--- src/rtl/ffsa_pkg.sv ---
// ----------------------------------------------------------------------------
// ffsa_pkg
// Shared types and codes of the first-fit segment allocator.
// ----------------------------------------------------------------------------
package ffsa_pkg;

   localparam int unsigned FIELD_W  = 16;
   localparam int unsigned KIND_W   = 2;
   localparam int unsigned STATUS_W = 2;

   localparam logic [FIELD_W-1:0] TOTAL_SPACE_RESET = 16'hFFFF;

   typedef enum logic [KIND_W-1:0] {
      KIND_ALLOC  = 2'd0,
      KIND_FREE   = 2'd1,
      KIND_REDUCE = 2'd2,
      KIND_EXPAND = 2'd3
   } kind_type;

   typedef enum logic [STATUS_W-1:0] {
      STATUS_DONE     = 2'd0,
      STATUS_MISS     = 2'd1,
      STATUS_FULL     = 2'd2,
      STATUS_OVERFLOW = 2'd3
   } status_type;

endpackage

--- src/rtl/ffsa_if.sv ---
// ----------------------------------------------------------------------------
// ffsa interfaces
// Valid/ready channels for requests, responses and the configuration word.
// ----------------------------------------------------------------------------
interface ffsa_req_if import ffsa_pkg::*; ();
   logic                 valid;
   logic                 ready;
   kind_type             kind;
   logic [FIELD_W-1:0]   addr;
   logic [FIELD_W-1:0]   size;

   modport source (output valid, output kind, output addr, output size, input ready);
   modport sink   (input valid, input kind, input addr, input size, output ready);
endinterface

interface ffsa_rsp_if import ffsa_pkg::*; ();
   logic                 valid;
   logic                 ready;
   status_type           status;
   logic [FIELD_W-1:0]   addr_res;
   logic [FIELD_W-1:0]   size_res;

   modport source (output valid, output status, output addr_res, output size_res,
                   input ready);
   modport sink   (input valid, input status, input addr_res, input size_res,
                   output ready);
endinterface

interface ffsa_csr_if import ffsa_pkg::*; ();
   logic                 valid;
   logic                 ready;
   logic [FIELD_W-1:0]   total_space;

   modport source (output valid, output total_space, input ready);
   modport sink   (input valid, input total_space, output ready);
endinterface

--- src/rtl/ffsa_ram.sv ---
// ----------------------------------------------------------------------------
// ffsa_ram
// Generic simple dual-port RAM with one write port and a registered read.
// ----------------------------------------------------------------------------
module ffsa_ram #(
   parameter int unsigned WIDTH = 8,
   parameter int unsigned DEPTH = 16
) (
   input  logic                     clock,
   input  logic                     wr_en,
   input  logic [$clog2(DEPTH)-1:0] wr_addr,
   input  logic [WIDTH-1:0]         wr_data,
   input  logic                     rd_en,
   input  logic [$clog2(DEPTH)-1:0] rd_addr,
   output logic [WIDTH-1:0]         rd_data
);

   logic [WIDTH-1:0] mem_ff [DEPTH];
   logic [WIDTH-1:0] rd_data_ff;

   always_ff @(posedge clock) begin
      if (wr_en) begin
         mem_ff[wr_addr] <= wr_data;
      end
      if (rd_en) begin
         rd_data_ff <= mem_ff[rd_addr];
      end
   end

   assign rd_data = rd_data_ff;

endmodule

--- src/rtl/first_fit_segment_allocator_core.sv ---
// ----------------------------------------------------------------------------
// first_fit_segment_allocator_core
// First-fit segment allocator with coalescing, table held in one RAM.
// ----------------------------------------------------------------------------
// Requests arrive on req_ch (kind, addr, size) and each gives exactly one word
// on rsp_ch (status, addr_res, size_res). The csr_ch word sets the managed
// space and rebuilds the table as one free segment; it is taken only while
// the block is idle.
// The segment table lives in one RAM with a registered read and one write
// port. Allocate and free walk the table one entry per cycle from entry
// zero, then move the tail of the table up or down one entry per cycle to
// open or close a slot.
// One request is worked on at a time; the next request is taken the cycle
// after the result moves to the output register.
// The output register holds a result while the receiver stalls; the block
// still takes the next request and finishes its work, then waits to deliver.
// After reset the block writes the first table entry before it goes idle.
// ----------------------------------------------------------------------------
module first_fit_segment_allocator_core import ffsa_pkg::*; #(
   parameter int unsigned MAX_SEGMENTS = 64,
   parameter int unsigned ADDR_BITS    = 16
) (
   input  logic       clock,
   input  logic       reset,
   ffsa_req_if.sink   req_ch,
   ffsa_rsp_if.source rsp_ch,
   ffsa_csr_if.sink   csr_ch
);

   localparam int unsigned AW = ADDR_BITS;
   localparam int unsigned IW = $clog2(MAX_SEGMENTS);
   localparam int unsigned XW = $clog2(MAX_SEGMENTS + 2);
   localparam int unsigned CW = (AW > FIELD_W) ? AW : FIELD_W;
   localparam int unsigned SW = CW + 1;
   localparam int unsigned EW = 2 * AW + 1;
   localparam logic [AW-1:0] ADDR_MAX = {AW{1'b1}};
   localparam logic [XW-1:0] MAX_COUNT = XW'(MAX_SEGMENTS);

   typedef enum logic [3:0] {
      ST_INIT, ST_IDLE, ST_SCAN, ST_ALLOC, ST_FREE_NEXT, ST_SHIFT_DN,
      ST_SHIFT_UP, ST_TAKE, ST_LAST, ST_EXPAND, ST_RESP
   } state_type;

   state_type          state_ff;
   kind_type           kind_ff;
   logic [FIELD_W-1:0] addr_ff;
   logic [FIELD_W-1:0] size_ff;
   logic [FIELD_W-1:0] total_ff;
   logic [XW-1:0]      count_ff;
   logic [XW-1:0]      rd_idx_ff;
   logic [XW-1:0]      hit_idx_ff;
   logic [EW-1:0]      cur_ff;
   logic [EW-1:0]      prev_ff;
   logic [AW-1:0]      end_ff;
   logic [XW-1:0]      sh_rd_ff;
   logic [XW-1:0]      sh_wr_ff;
   logic               sh_pend_ff;
   logic [XW-1:0]      shift_d_ff;
   status_type         res_status_ff;
   logic [FIELD_W-1:0] res_addr_ff;
   logic [FIELD_W-1:0] res_size_ff;
   logic               rsp_valid_ff;
   status_type         rsp_status_ff;
   logic [FIELD_W-1:0] rsp_addr_ff;
   logic [FIELD_W-1:0] rsp_size_ff;

   logic          ram_rd_en;
   logic [XW-1:0] ram_rd_idx;
   logic          ram_wr_en;
   logic [XW-1:0] ram_wr_idx;
   logic [EW-1:0] ram_wr_data;
   logic [EW-1:0] rd_data;

   logic          rd_used, cur_used, prev_used;
   logic [AW-1:0] rd_base, rd_len, cur_base, cur_len, prev_base, prev_len;
   logic [AW-1:0] size_aw;
   logic [AW-1:0] init_len;
   logic          req_fire, csr_fire;
   logic          hit_alloc, hit_free, hit;
   logic          split, table_full;
   logic          next_ok, merge_left, merge_right;
   logic [AW-1:0] merged_len;
   logic [XW-1:0] free_d, free_p, hit_next, count_last;
   logic [SW-1:0] exp_sum;
   logic          exp_ovf;
   logic          reduce_ok;

   assign rd_used   = rd_data[EW-1];
   assign rd_base   = rd_data[2*AW-1:AW];
   assign rd_len    = rd_data[AW-1:0];
   assign cur_used  = cur_ff[EW-1];
   assign cur_base  = cur_ff[2*AW-1:AW];
   assign cur_len   = cur_ff[AW-1:0];
   assign prev_used = prev_ff[EW-1];
   assign prev_base = prev_ff[2*AW-1:AW];
   assign prev_len  = prev_ff[AW-1:0];

   assign size_aw  = AW'(CW'(size_ff));
   assign init_len = (CW'(total_ff) > CW'(ADDR_MAX)) ? ADDR_MAX : AW'(CW'(total_ff));

   assign req_fire = req_ch.valid && req_ch.ready;
   assign csr_fire = csr_ch.valid && csr_ch.ready;

   assign hit_alloc = !rd_used && (CW'(rd_len) >= CW'(size_ff));
   assign hit_free  = rd_used && (CW'(rd_base) == CW'(addr_ff))
                      && (CW'(rd_len) == CW'(size_ff));
   assign hit       = (kind_ff == KIND_ALLOC) ? hit_alloc : hit_free;

   assign split      = CW'(cur_len) > CW'(size_ff);
   assign table_full = count_ff == MAX_COUNT;
   assign count_last = count_ff - XW'(1);

   assign hit_next    = hit_idx_ff + XW'(1);
   assign next_ok     = hit_next < count_ff;
   assign merge_left  = (hit_idx_ff != '0) && !prev_used;
   assign merge_right = next_ok && !rd_used;
   assign merged_len  = (merge_left ? prev_len : '0) + cur_len
                        + (merge_right ? rd_len : '0);
   assign free_d      = XW'(merge_left) + XW'(merge_right);
   assign free_p      = merge_left ? hit_idx_ff : hit_next;

   assign exp_sum   = SW'(end_ff) + SW'(size_ff);
   assign exp_ovf   = exp_sum > SW'(ADDR_MAX);
   assign reduce_ok = !rd_used && (rd_len != '0);

   always_comb begin
      ram_rd_en   = 1'b0;
      ram_rd_idx  = '0;
      ram_wr_en   = 1'b0;
      ram_wr_idx  = '0;
      ram_wr_data = '0;
      unique case (state_ff)
         ST_INIT: begin
            ram_wr_en   = 1'b1;
            ram_wr_data = {1'b0, {AW{1'b0}}, init_len};
         end
         ST_IDLE: begin
            if (req_fire) begin
               ram_rd_en  = 1'b1;
               ram_rd_idx = (req_ch.kind == KIND_ALLOC || req_ch.kind == KIND_FREE)
                            ? '0 : count_last;
            end
         end
         ST_SCAN: begin
            ram_rd_en  = rd_idx_ff < count_ff;
            ram_rd_idx = rd_idx_ff;
         end
         ST_ALLOC: begin
            if (!split) begin
               ram_wr_en   = 1'b1;
               ram_wr_idx  = hit_idx_ff;
               ram_wr_data = {1'b1, cur_base, cur_len};
            end
         end
         ST_FREE_NEXT: begin
            ram_wr_en   = 1'b1;
            ram_wr_idx  = merge_left ? hit_idx_ff - XW'(1) : hit_idx_ff;
            ram_wr_data = {1'b0, (merge_left ? prev_base : cur_base), merged_len};
         end
         ST_SHIFT_DN: begin
            ram_wr_en   = sh_pend_ff;
            ram_wr_idx  = sh_wr_ff;
            ram_wr_data = rd_data;
            ram_rd_en   = sh_rd_ff < count_ff;
            ram_rd_idx  = sh_rd_ff;
         end
         ST_SHIFT_UP: begin
            ram_rd_en  = sh_rd_ff > hit_idx_ff;
            ram_rd_idx = sh_rd_ff;
            if (sh_pend_ff) begin
               ram_wr_en   = 1'b1;
               ram_wr_idx  = sh_wr_ff;
               ram_wr_data = rd_data;
            end else if (!(sh_rd_ff > hit_idx_ff)) begin
               ram_wr_en   = 1'b1;
               ram_wr_idx  = hit_next;
               ram_wr_data = {1'b0, cur_base + size_aw, cur_len - size_aw};
            end
         end
         ST_TAKE: begin
            ram_wr_en   = 1'b1;
            ram_wr_idx  = hit_idx_ff;
            ram_wr_data = {1'b1, cur_base, size_aw};
         end
         ST_LAST: begin
            if (kind_ff == KIND_REDUCE && reduce_ok) begin
               ram_wr_en   = 1'b1;
               ram_wr_idx  = count_last;
               ram_wr_data = {1'b0, rd_base, rd_len - AW'(1)};
            end
         end
         ST_EXPAND: begin
            if (!cur_used && !exp_ovf) begin
               ram_wr_en   = 1'b1;
               ram_wr_idx  = count_last;
               ram_wr_data = {1'b0, cur_base, cur_len + size_aw};
            end else if (cur_used && !table_full && !exp_ovf) begin
               ram_wr_en   = 1'b1;
               ram_wr_idx  = count_ff;
               ram_wr_data = {1'b0, end_ff, size_aw};
            end
         end
         ST_RESP: begin
         end
         default: begin
         end
      endcase
   end

   ffsa_ram #(
      .WIDTH (EW),
      .DEPTH (MAX_SEGMENTS)
   ) u_table (
      .clock   (clock),
      .wr_en   (ram_wr_en),
      .wr_addr (ram_wr_idx[IW-1:0]),
      .wr_data (ram_wr_data),
      .rd_en   (ram_rd_en),
      .rd_addr (ram_rd_idx[IW-1:0]),
      .rd_data (rd_data)
   );

   always_ff @(posedge clock) begin
      if (reset) begin
         state_ff     <= ST_INIT;
         total_ff     <= TOTAL_SPACE_RESET;
         count_ff     <= XW'(1);
         sh_pend_ff   <= 1'b0;
         rsp_valid_ff <= 1'b0;
      end else begin
         if (rsp_valid_ff && rsp_ch.ready && (state_ff != ST_RESP)) begin
            rsp_valid_ff <= 1'b0;
         end
         unique case (state_ff)
            ST_INIT: begin
               count_ff <= XW'(1);
               state_ff <= ST_IDLE;
            end
            ST_IDLE: begin
               if (csr_fire) begin
                  total_ff <= csr_ch.total_space;
                  state_ff <= ST_INIT;
               end else if (req_fire) begin
                  kind_ff     <= req_ch.kind;
                  addr_ff     <= req_ch.addr;
                  size_ff     <= req_ch.size;
                  res_addr_ff <= '0;
                  res_size_ff <= '0;
                  rd_idx_ff   <= XW'(1);
                  if (req_ch.kind == KIND_ALLOC || req_ch.kind == KIND_FREE) begin
                     state_ff <= ST_SCAN;
                  end else begin
                     state_ff <= ST_LAST;
                  end
               end
            end
            ST_SCAN: begin
               if (hit) begin
                  cur_ff     <= rd_data;
                  hit_idx_ff <= rd_idx_ff - XW'(1);
                  state_ff   <= (kind_ff == KIND_ALLOC) ? ST_ALLOC : ST_FREE_NEXT;
               end else if (rd_idx_ff >= count_ff) begin
                  res_status_ff <= STATUS_MISS;
                  state_ff      <= ST_RESP;
               end else begin
                  prev_ff   <= rd_data;
                  rd_idx_ff <= rd_idx_ff + XW'(1);
               end
            end
            ST_ALLOC: begin
               if (!split) begin
                  res_status_ff <= STATUS_DONE;
                  res_addr_ff   <= FIELD_W'(CW'(cur_base));
                  res_size_ff   <= size_ff;
                  state_ff      <= ST_RESP;
               end else if (table_full) begin
                  res_status_ff <= STATUS_FULL;
                  state_ff      <= ST_RESP;
               end else begin
                  sh_rd_ff   <= count_last;
                  sh_wr_ff   <= count_ff;
                  sh_pend_ff <= 1'b0;
                  state_ff   <= ST_SHIFT_UP;
               end
            end
            ST_SHIFT_UP: begin
               if (sh_pend_ff) begin
                  sh_wr_ff <= sh_wr_ff - XW'(1);
               end
               if (sh_rd_ff > hit_idx_ff) begin
                  sh_rd_ff   <= sh_rd_ff - XW'(1);
                  sh_pend_ff <= 1'b1;
               end else begin
                  sh_pend_ff <= 1'b0;
                  if (!sh_pend_ff) begin
                     count_ff <= count_ff + XW'(1);
                     state_ff <= ST_TAKE;
                  end
               end
            end
            ST_TAKE: begin
               res_status_ff <= STATUS_DONE;
               res_addr_ff   <= FIELD_W'(CW'(cur_base));
               res_size_ff   <= size_ff;
               state_ff      <= ST_RESP;
            end
            ST_FREE_NEXT: begin
               res_status_ff <= STATUS_DONE;
               if (free_d == '0) begin
                  state_ff <= ST_RESP;
               end else begin
                  sh_rd_ff   <= free_p + free_d;
                  sh_wr_ff   <= free_p;
                  sh_pend_ff <= 1'b0;
                  shift_d_ff <= free_d;
                  state_ff   <= ST_SHIFT_DN;
               end
            end
            ST_SHIFT_DN: begin
               if (sh_pend_ff) begin
                  sh_wr_ff <= sh_wr_ff + XW'(1);
               end
               if (sh_rd_ff < count_ff) begin
                  sh_rd_ff   <= sh_rd_ff + XW'(1);
                  sh_pend_ff <= 1'b1;
               end else begin
                  sh_pend_ff <= 1'b0;
                  if (!sh_pend_ff) begin
                     count_ff <= count_ff - shift_d_ff;
                     state_ff <= ST_RESP;
                  end
               end
            end
            ST_LAST: begin
               cur_ff <= rd_data;
               end_ff <= rd_base + rd_len;
               if (kind_ff == KIND_REDUCE) begin
                  res_status_ff <= reduce_ok ? STATUS_DONE : STATUS_MISS;
                  state_ff      <= ST_RESP;
               end else begin
                  state_ff <= ST_EXPAND;
               end
            end
            ST_EXPAND: begin
               state_ff <= ST_RESP;
               if (!cur_used) begin
                  res_status_ff <= exp_ovf ? STATUS_OVERFLOW : STATUS_DONE;
               end else if (table_full) begin
                  res_status_ff <= STATUS_FULL;
               end else if (exp_ovf) begin
                  res_status_ff <= STATUS_OVERFLOW;
               end else begin
                  res_status_ff <= STATUS_DONE;
                  count_ff      <= count_ff + XW'(1);
               end
            end
            ST_RESP: begin
               if (!rsp_valid_ff || rsp_ch.ready) begin
                  rsp_valid_ff  <= 1'b1;
                  rsp_status_ff <= res_status_ff;
                  rsp_addr_ff   <= res_addr_ff;
                  rsp_size_ff   <= res_size_ff;
                  state_ff      <= ST_IDLE;
               end
            end
            default: begin
               state_ff <= ST_INIT;
            end
         endcase
      end
   end

   assign req_ch.ready    = (state_ff == ST_IDLE) && !csr_ch.valid;
   assign csr_ch.ready    = state_ff == ST_IDLE;
   assign rsp_ch.valid    = rsp_valid_ff;
   assign rsp_ch.status   = rsp_status_ff;
   assign rsp_ch.addr_res = rsp_addr_ff;
   assign rsp_ch.size_res = rsp_size_ff;

   // The table always holds between one and MAX_SEGMENTS segments.
   assert property (@(posedge clock) disable iff (reset)
      (count_ff != '0) && (count_ff <= MAX_COUNT))
      else $error("segment count out of range");

   // Every table write lands inside the RAM.
   assert property (@(posedge clock) disable iff (reset)
      ram_wr_en |-> (ram_wr_idx < MAX_COUNT))
      else $error("table write index out of range");

   // An accepted request always starts work before the block is idle again.
   assert property (@(posedge clock) disable iff (reset)
      req_fire |=> (state_ff != ST_IDLE))
      else $error("request accepted without starting work");

   // Only allocate and expand can report a full table.
   assert property (@(posedge clock) disable iff (reset)
      (state_ff == ST_RESP && res_status_ff == STATUS_FULL)
      |-> (kind_ff == KIND_ALLOC || kind_ff == KIND_EXPAND))
      else $error("table full reported for a request that cannot grow the table");

endmodule

--- src/flat_wrapper.sv ---
// flat-port wrapper written by rule: the top's interface ports become plain ports
module first_fit_segment_allocator_core_flat import ffsa_pkg::*;
#(
   parameter int unsigned MAX_SEGMENTS = 64,
   parameter int unsigned ADDR_BITS    = 16
)
  (clock, reset, req_ch_valid, req_ch_kind, req_ch_addr, req_ch_size, req_ch_ready, rsp_ch_valid, rsp_ch_status, rsp_ch_addr_res, rsp_ch_size_res, rsp_ch_ready, csr_ch_valid, csr_ch_total_space, csr_ch_ready);
  ffsa_req_if req_ch_i ();
  ffsa_rsp_if rsp_ch_i ();
  ffsa_csr_if csr_ch_i ();
  input  logic clock;
  input  logic reset;
  input wire logic [$bits(req_ch_i.valid)-1:0] req_ch_valid;
  input wire logic [$bits(req_ch_i.kind)-1:0] req_ch_kind;
  input wire logic [$bits(req_ch_i.addr)-1:0] req_ch_addr;
  input wire logic [$bits(req_ch_i.size)-1:0] req_ch_size;
  output wire logic [$bits(req_ch_i.ready)-1:0] req_ch_ready;
  output wire logic [$bits(rsp_ch_i.valid)-1:0] rsp_ch_valid;
  output wire logic [$bits(rsp_ch_i.status)-1:0] rsp_ch_status;
  output wire logic [$bits(rsp_ch_i.addr_res)-1:0] rsp_ch_addr_res;
  output wire logic [$bits(rsp_ch_i.size_res)-1:0] rsp_ch_size_res;
  input wire logic [$bits(rsp_ch_i.ready)-1:0] rsp_ch_ready;
  input wire logic [$bits(csr_ch_i.valid)-1:0] csr_ch_valid;
  input wire logic [$bits(csr_ch_i.total_space)-1:0] csr_ch_total_space;
  output wire logic [$bits(csr_ch_i.ready)-1:0] csr_ch_ready;
  assign req_ch_i.valid = req_ch_valid;
  assign req_ch_i.kind = req_ch_kind;
  assign req_ch_i.addr = req_ch_addr;
  assign req_ch_i.size = req_ch_size;
  assign req_ch_ready = req_ch_i.ready;
  assign rsp_ch_valid = rsp_ch_i.valid;
  assign rsp_ch_status = rsp_ch_i.status;
  assign rsp_ch_addr_res = rsp_ch_i.addr_res;
  assign rsp_ch_size_res = rsp_ch_i.size_res;
  assign rsp_ch_i.ready = rsp_ch_ready;
  assign csr_ch_i.valid = csr_ch_valid;
  assign csr_ch_i.total_space = csr_ch_total_space;
  assign csr_ch_ready = csr_ch_i.ready;
  first_fit_segment_allocator_core #(.MAX_SEGMENTS(MAX_SEGMENTS), .ADDR_BITS(ADDR_BITS)) u_core (.clock(clock), .reset(reset), .req_ch(req_ch_i), .rsp_ch(rsp_ch_i), .csr_ch(csr_ch_i));
endmodule
--- config.mk ---
export PLATFORM = sky130hd
export DESIGN_NAME = first_fit_segment_allocator_core_flat
export DESIGN_NICKNAME = d
export VERILOG_FILES = /design/src/rtl/ffsa_pkg.sv /design/src/rtl/ffsa_if.sv /design/src/rtl/ffsa_ram.sv /design/src/rtl/first_fit_segment_allocator_core.sv /design/src/flat_wrapper.sv
export SDC_FILE = /design/constraint.sdc
export NUM_CORES = 2
export LEC_CHECK = 0
export BUFFER_PORTS_ARGS = -buffer_cell sky130_fd_sc_hd__clkbuf_2
export CAP_MARGIN = 0
export CORE_AREA = 3 3 586 588
export DETAILED_ROUTE_END_ITERATION = 10
export DIE_AREA = 0 0 589 591
export PLACE_DENSITY = 0.41
export SETUP_SLACK_MARGIN = 0.1
export SYNTH_ARGS = -nofsm -noshare
export SYNTH_HDL_FRONTEND = slang
export SYNTH_SLANG_ARGS = --single-unit
--- constraint.sdc ---
create_clock -name clock -period 10.05 [get_ports clock]
set_clock_uncertainty 0.05 [all_clocks]
set_input_delay 0 -clock clock [delete_from_list [all_inputs] [get_ports clock]]
set_output_delay 0 -clock clock [all_outputs]
set_load 0.05 [all_outputs]
### After elaboration in Yosys (flattened, before gate mapping)

Memory sizes are Yosys's and may differ from the RTL's. A register that Yosys moved wholly into a read port is not among the register bits.
Cells that the tools add are included.

| operators by class | value |
|---|---|
| eq/ne operators | 42 |
| add/subtract/negate cells | 21 |
| order comparisons | 9 |
| reduce and logical (&&, ||, !) cells | 56 |
| mux-type cells | 103 |
| bitwise gates (word level) | 5 |

Operator list:

| operator | number |
|---|---|
| 33-bit one-hot mux with 8 select lines | 1 |
| 7-bit 2-to-1 mux | 22 |
| 33-bit 2-to-1 mux | 4 |
| 16-bit 2-to-1 mux | 8 |
| 32-bit 2-to-1 mux | 3 |
| 16-bit one-hot mux with 3 select lines | 2 |
| 7-bit one-hot mux with 4 select lines | 3 |
| 16-bit adder | 5 |
| 33-bit one-hot mux with 2 select lines | 1 |
| 6-bit 2-to-1 mux | 9 |
| 4-bit 2-to-1 mux | 13 |
| 6-bit one-hot mux with 7 select lines | 1 |
| 4-bit one-hot mux with 10 select lines | 1 |
| 7-bit by 1-bit adder with 7-bit output (second input constant) | 5 |
| 16-bit == test | 2 |
| 7-bit by 1-bit subtractor with 7-bit output (second input constant) | 4 |
| 2-bit inequality test (second input constant) | 13 |
| 7-bit < comparator | 3 |
| 7-bit AND reduction | 3 |
| 2-bit by 1-bit inequality test with 1-bit output (second input constant) | 10 |
| 1-bit 2-to-1 mux | 19 |
| 2-bit 2-to-1 mux | 9 |
| 6-bit one-hot mux with 3 select lines | 1 |
| 16-bit by 16-bit adder with 17-bit output | 1 |
| other kinds (48) | 93 |

| storage, ports and cells | value |
|---|---|
| bits in writable memories | 2112 |
| memories kept | 1 |
| flip-flop bits (word level) | 248 |
| output and inout bits | 37 |
| word-level logic and storage cells | 259 |
| input bits | 55 |

Memory list:

| memory | depth | bits a word | read ports | clocked after memory_dff | write ports | line | text |
|---|---|---|---|---|---|---|---|
| u_core.u_table.mem_ff | 64 | 33 | 1 | 1 | 1 | ffsa_ram.sv:18 | `logic [WIDTH-1:0] mem_ff [DEPTH];` |

### Logic depth before layout (Yosys ltp)

| logic depth | value |
|---|---|
| depth after elaboration | 9 |
| gate-level depth with buffers | 21 |
| depth with buffers taken out | 21 |

### Hierarchy

From an unflattened synthesis, not the netlist that was laid out.

| unflattened totals | value |
|---|---|
| cells, all modules | 5397 |
| area total of the unflattened synthesis | 99080.0 µm² |

Modules (own cells, without submodules):

| module | area each (µm²) | cells an instance | times used | seq. area each (µm²) |
|---|---|---|---|---|
| ffsa_ram | 81424.3 | 3610 | 1 | 64411.8 |
| first_fit_segment_allocator_core | 17655.7 | 1787 | 1 | 6976.7 |

### Least setup slack after synthesis

Ideal clock, no wire load.

| timing path | value |
|---|---|
| kind | reg2reg |
| from | register u_core.hit_idx_ff[0] |
| to | memory u_core.u_table.mem_ff[0][11] in the netlist's numbering, data pin |
| required time | 9298 ps |
| setup slack | 3060 ps |
| cell stages (with the launch flop) | 21 |
| period minus slack after synthesis | 6990 ps |
| arrival | 6238 ps |
| cells stage by stage | edfxtp_1 > ha_1 > and3_1 > xnor2_1 > ha_1 > a21o_1 > a21o_1 > a2111oi_1 > inv_1 > nor2_1 > fa_1 > ha_1 > fa_1 > a211oi_1 > o21ai_0 > nand2_1 > o21ai_0 > xnor2_1 > o211ai_1 > a221oi_1 > o21ai_0 |

| between the ends | value |
|---|---|
| word-level cells in the longest chain between the ends | 6 |
| elaborated cells on any way between the ends | 13 |
| classes of those cells | add/sub: 3; order compare: 2; mux: 5; reduce/logical: 3 |

RTL lines:

| item | line | text |
|---|---|---|
| from (decl) | first_fit_segment_allocator_core.sv:51 | `logic [XW-1:0] hit_idx_ff;` |
| from (signal assigned) | first_fit_segment_allocator_core.sv:260 | `hit_idx_ff <= rd_idx_ff - XW'(1);` |
| 7-bit by 1-bit adder with 7-bit output / 7-bit nonzero test (equally long branches) | first_fit_segment_allocator_core.sv:113, first_fit_segment_allocator_core.sv:115 |  |
| 7-bit < comparator / 1-bit logical AND (equally long branches) | first_fit_segment_allocator_core.sv:114, first_fit_segment_allocator_core.sv:115 |  |
| 1-bit logical AND / 16-bit 2-to-1 mux (equally long branches) | first_fit_segment_allocator_core.sv:116, first_fit_segment_allocator_core.sv:117 |  |
| 16-bit 2-to-1 mux / 16-bit adder (equally long branches) | first_fit_segment_allocator_core.sv:118, first_fit_segment_allocator_core.sv:117 |  |
| 16-bit adder | first_fit_segment_allocator_core.sv:118 | `+ (merge_right ? rd_len : '0);` |
| 33-bit one-hot mux with 8 select lines * | first_fit_segment_allocator_core.sv:132 | `unique case (state_ff)` |
| net u_core.ram_wr_data[11] | first_fit_segment_allocator_core.sv:71 | `logic [EW-1:0] ram_wr_data;` |
| to (decl) | ffsa_ram.sv:18 |  |

The timed path passes the listed nets; every way through them passes the cells marked *.

### Final worst setup path

| timing path | value |
|---|---|
| from | register u_core.size_ff[11], in the netlist u_core.size_aw[11] |
| to | memory u_core.u_table.mem_ff[28][3] in the netlist's numbering, enable pin |

| between the ends | value |
|---|---|
| word-level cells in the longest chain between the ends | 9 |
| elaborated cells on any way between the ends | 16 |
| classes of those cells | add/sub: 1; order compare: 2; mux: 10; reduce/logical: 3 |

RTL lines:

| item | line | text |
|---|---|---|
| from (decl) | first_fit_segment_allocator_core.sv:47 | `logic [FIELD_W-1:0] size_ff;` |
| from (signal assigned) | first_fit_segment_allocator_core.sv:246 | `size_ff <= req_ch.size;` |
| 16-bit by 16-bit adder with 17-bit output | first_fit_segment_allocator_core.sv:122 | `assign exp_sum = SW'(end_ff) + SW'(size_ff);` |
| 17-bit by 16-bit > comparator with 1-bit output | first_fit_segment_allocator_core.sv:123 | `assign exp_ovf = exp_sum > SW'(ADDR_MAX);` |
| 1-bit zero test | first_fit_segment_allocator_core.sv:193, first_fit_segment_allocator_core.sv:197 |  |
| 1-bit logical AND | first_fit_segment_allocator_core.sv:197 | `end else if (cur_used && !table_full && !exp_ovf) begin` |
| 1-bit 2-to-1 mux | first_fit_segment_allocator_core.sv:197 |  |
| 1-bit 2-to-1 mux | first_fit_segment_allocator_core.sv:193 | `if (!cur_used && !exp_ovf) begin` |
| 1-bit one-hot mux with 6 select lines | first_fit_segment_allocator_core.sv:132 |  |
| 1-bit 2-to-1 mux | ffsa_ram.sv:22 | `if (wr_en) begin` |
| 1-bit 2-to-1 mux (not written as such) | ffsa_ram.sv:23 | `mem_ff[wr_addr] <= wr_data;` |

Parallel ways exist; a longest one is shown, timed or not.

==> metrics.md <==
| Metric | Value |
|---|---|
| Status | `finished, violations left` |
| Failing checks | `capacitance limit, slew limit` |
| Die area | `0.3481 sq mm` |
| Antenna-violating nets left | `0` |
| Max-cap violations | `1` |
| Total track usage | `0.2052` |
| Global-route wire length before repair | `514,500 microns` |
| Worst Hold Endpoint | `u_core.count_ff[5]$_SDFFE_PP0P_` |
| Most frequent cells in the layout | `edfxtp_1 (2,358), nand2_1 (1,852), nand3_1 (637), clkbuf_16 (292), a31oi_1 (250)` |
| Clock latency on the worst-skew pair | `0.90 ns` |
| I/O Pins | `92` |
| Critical path's largest stage delay | `1.14 ns` |
| Post-detail-place hpwl | `220,500 microns` |
| Hold Path Class | `in -> reg` |
| DRT Pass-1 Iters | `6` |
| Worst r2r src | `u_core.size_aw[11]$_DFFE_PP_` |
| Cell row count | `214` |
| Initial core utilization | `0.2996` |
| Setup violations, final | `0` |
| WP data arrival | `7.60 ns` |
| DRC Markers | `0` |
| CTS Buf Count | `285` |
| Routed vias | `67,370` |
| Routing usage on met2 | `0.3246` |
| Resized Gates After CTS | `0` |
| Crit share post-route | `0.7125` |
| Core area | `0.3390 sq mm` |
| Worst setup SP type | `register` |
| Fin. max-slew vios | `3` |
| Hold Slack | `0.2093 ns` |
| Fin nets | `8,234` |
| Asr flop ratio synth | `0` |
| Clock Tree Root | `clkbuf_16` |
| Reg2reg path depth | `10` |
| Min-delay src | `reset` |
| Slowest CP cell | `nor2_4` |
| CP bufs+invs | `1` |
| Die Wd | `589 microns` |
| Flops & latches, synth | `2,387` |
| Share of post-route cells with drive strength above 1 | `0.1074` |
| Leak | `0.04088 uW` |
| P per Cell Area | `272.4 mW/mm^2` |
| Final Hold Viols | `0` |
| Reg clk slew, reported paths | `0.06 ns` |
| Most common cell after layout, fill and taps aside | `edfxtp_1` |
| Met1 Use GR | `0.2953` |
| CTS tree | `done` |
| Die Ht | `591 microns` |
| Post-synthesis sequential area ratio | `0.7029` |
| Clock buffer depth | `4` |
| R2R setup slack | `2.89 ns` |
| Top_reg_cell synth | `edfxtp_1` |
| Vias in the first global route | `64,480` |
| Worst Path Max Fanout | `33` |
| Actual slew at the worst max-slew pin | `1.518 ns` |
| Largest net degree at the start of global routing | `120` |
| Synth Instances | `7,717` |
| Hold Path Stages | `3` |
| Crit. End Element | `register` |
| Post-Syn Area per Cell | `13.16 sq um` |
| Final Critical Period | `7.160 ns` |
| Ys Warns | `0` |
| Placer Congestion | `0.8861` |
| Post-Syn Area | `0.1016 sq mm` |
| Met3 Use GR | `0.02800` |
| Vias per cell | `5.289` |
| Slew headroom | `-0.02259` |
| RSZ-0062 raised after global routing | `no` |
| GRT Residual Overflow | `0` |
| Crit-path cells | `inv_1 > ha_1 > nand2_1 > nor4_1 > a2bb2oi_1 > a2111oi_0 > o41ai_1 > nor3_1 > nand3b_1 > nor2_4` |
| P&R area growth vs syn | `16.77%` |
| Most used routing layer | `met2` |
| Fmax | `139.7 MHz` |
| H-tree depth | `5` |
| Number of synthesized flops with an enable pin | `2,358` |
| Maximum VDD drop | `0.2729 mV` |
| Port Buffers | `91` |
| Setup TNS | `0 ns` |
| DR WL/cell | `28.93 microns` |
| Worst path top cell family by delay | `simple AND/OR/NAND/NOR gates` |
| Post-synth cell types | `92` |
| DR iter-0 viols | `6,739` |
| Initial antenna violation count | `22` |
| Synth Net Count | `7,962` |
| CTS sink count | `2,387` |
| Fillers | `32,940` |
| FF-to-FF End | `u_core.u_table.mem_ff[28][3]$_DFFE_PP_` |
| Drt total wl | `368,500 microns` |
| Worst EP required | `10.49 ns` |
| WS Path Type | `reg -> reg` |
cell usage after synthesis (33+ instances only):
cell type / n / share of area
and3_1: 68 / 0.0042
nand4_1: 113 / 0.0070
a21o_1: 41 / 0.0030
xnor2_1: 92 / 0.0079
o21ai_0: 95 / 0.0047
a31oi_1: 251 / 0.015
a311oi_1: 33 / 0.0028
nand2_1: 1861 / 0.069
ha_1: 165 / 0.020
nor3_1: 56 / 0.0028
xor2_1: 45 / 0.0039
clkbuf_1: 250 / 0.0092
mux2i_1: 221 / 0.022
nor2_1: 177 / 0.0065
nand3_1: 643 / 0.032
nor4_1: 52 / 0.0032
a32oi_1: 134 / 0.012
edfxtp_1: 2358 / 0.70
inv_1: 122 / 0.0045
buf_2: 180 / 0.0089
a21oi_1: 115 / 0.0057
a211oi_1: 34 / 0.0025
o221ai_1: 48 / 0.0041
power by group:
part	switching, uW	internal [uW]
Combinational	6990	2070
Clock	4180	5700
Sequential	310	13100
area by class of cell:
type | count | area [sq um] | share of cell area
antenna | 6 | 15.01 | 0.0001266
clock buffer | 357 | 7561 | 0.06375
timing repair buffer | 462 | 3741 | 0.03154
clock inverter | 136 | 1167 | 0.009843
multi-input combinational | 4731 | 28600 | 0.2411
sequential | 2387 | 71390 | 0.6019
tap | 4536 | 5675 | 0.04785
inverter | 122 | 457.9 | 0.003861
worst reg2reg max path, cell delays in order (launching register included):
cell       delay, ns
edfxtp_1        0.49
inv_1           0.13
ha_1            0.49
nand2_1         0.25
nor4_1          1.06
a2bb2oi_1       0.32
a2111oi_0       0.75
o41ai_1         0.26
nor3_1          0.91
nand3b_1        0.86
nor2_4          1.14
metal layers:
layer  wire, microns  share of wire
met1          167800           0.46
met4           10470          0.028
met2          168300           0.46
met3           21870          0.059
met5               0              0
per-stage QoR:
step / total power, uW / util / setup WS, ns / cells / cell area [sq um]
after floorplan: 18070 / - / 3.060 / 7717 / 101600
after global placement: 22530 / 0.3198 / 2.863 / 12100 / 108400
after detailed placement: 22640 / 0.3200 / 3.166 / 12100 / 108500
after CTS: 32680 / 0.3498 / 3.153 / 12730 / 118600
after global routing: 33580 / 0.3498 / 2.718 / 12730 / 118600
final: 32300 / 0.3499 / 2.890 / 12740 / 118600
state kept, by name, summed over array words and instances (netlist names), 16 cells and up:
| name | cells |
|---|---|
| u_core.u_table.rd_data | 33 |
| u_core.res_addr_ff | 16 |
| u_core.rsp_ch.addr_res | 16 |
| u_core.prev_ff | 33 |
| u_core.u_table.mem_ff | 2112 |
| u_core.res_size_ff | 16 |
| u_core.total_ff | 16 |
| u_core.cur_ff | 33 |
| u_core.rsp_ch.size_res | 16 |
| u_core.size_aw | 16 |
| u_core.end_ff | 16 |
| u_core.addr_ff | 16 |
kinds of logic after synthesis:
family / after synthesis / synth area share
mux: 222 / 0.02189
flops: 2387 / 0.7029
xor+xnor: 137 / 0.01181
buf+inv: 599 / 0.02573
simple gates: 3100 / 0.1333
compound gates: 1082 / 0.07917
fa+ha+maj: 190 / 0.02525
worst max-delay path by stage:
| stage | from | end | cells past startpoint |
|---|---|---|---|
| floorplan | u_core.hit_idx_ff[0]$_DFFE_PP_ | u_core.u_table.mem_ff[0][11]$_DFFE_PP_ | 20 |
| finish | u_core.size_aw[11]$_DFFE_PP_ | u_core.u_table.mem_ff[28][3]$_DFFE_PP_ | 10 |
| global route | u_core.size_aw[10]$_DFFE_PP_ | u_core.u_table.mem_ff[28][3]$_DFFE_PP_ | 10 |
| detailed placement | u_core.size_aw[11]$_DFFE_PP_ | u_core.u_table.mem_ff[28][12]$_DFFE_PP_ | 10 |
| CTS | u_core.size_aw[11]$_DFFE_PP_ | u_core.u_table.mem_ff[28][7]$_DFFE_PP_ | 10 |
| global placement | u_core.count_ff[1]$_SDFFE_PP0P_ | u_core.u_table.rd_data[3]$_DFFE_PP_ | 11 |
what timing repair did:
| item | 4_1_cts | 5_1_grt |
|---|---|---|
| hold buffers | 140 | 0 |
| setup endpoints to repair | 0 | 0 |
| hold endpoints to repair | 106 | 0 |
| buffers inserted | 0 | 0 |
Note: power is estimated with default switching activity, not from simulation.
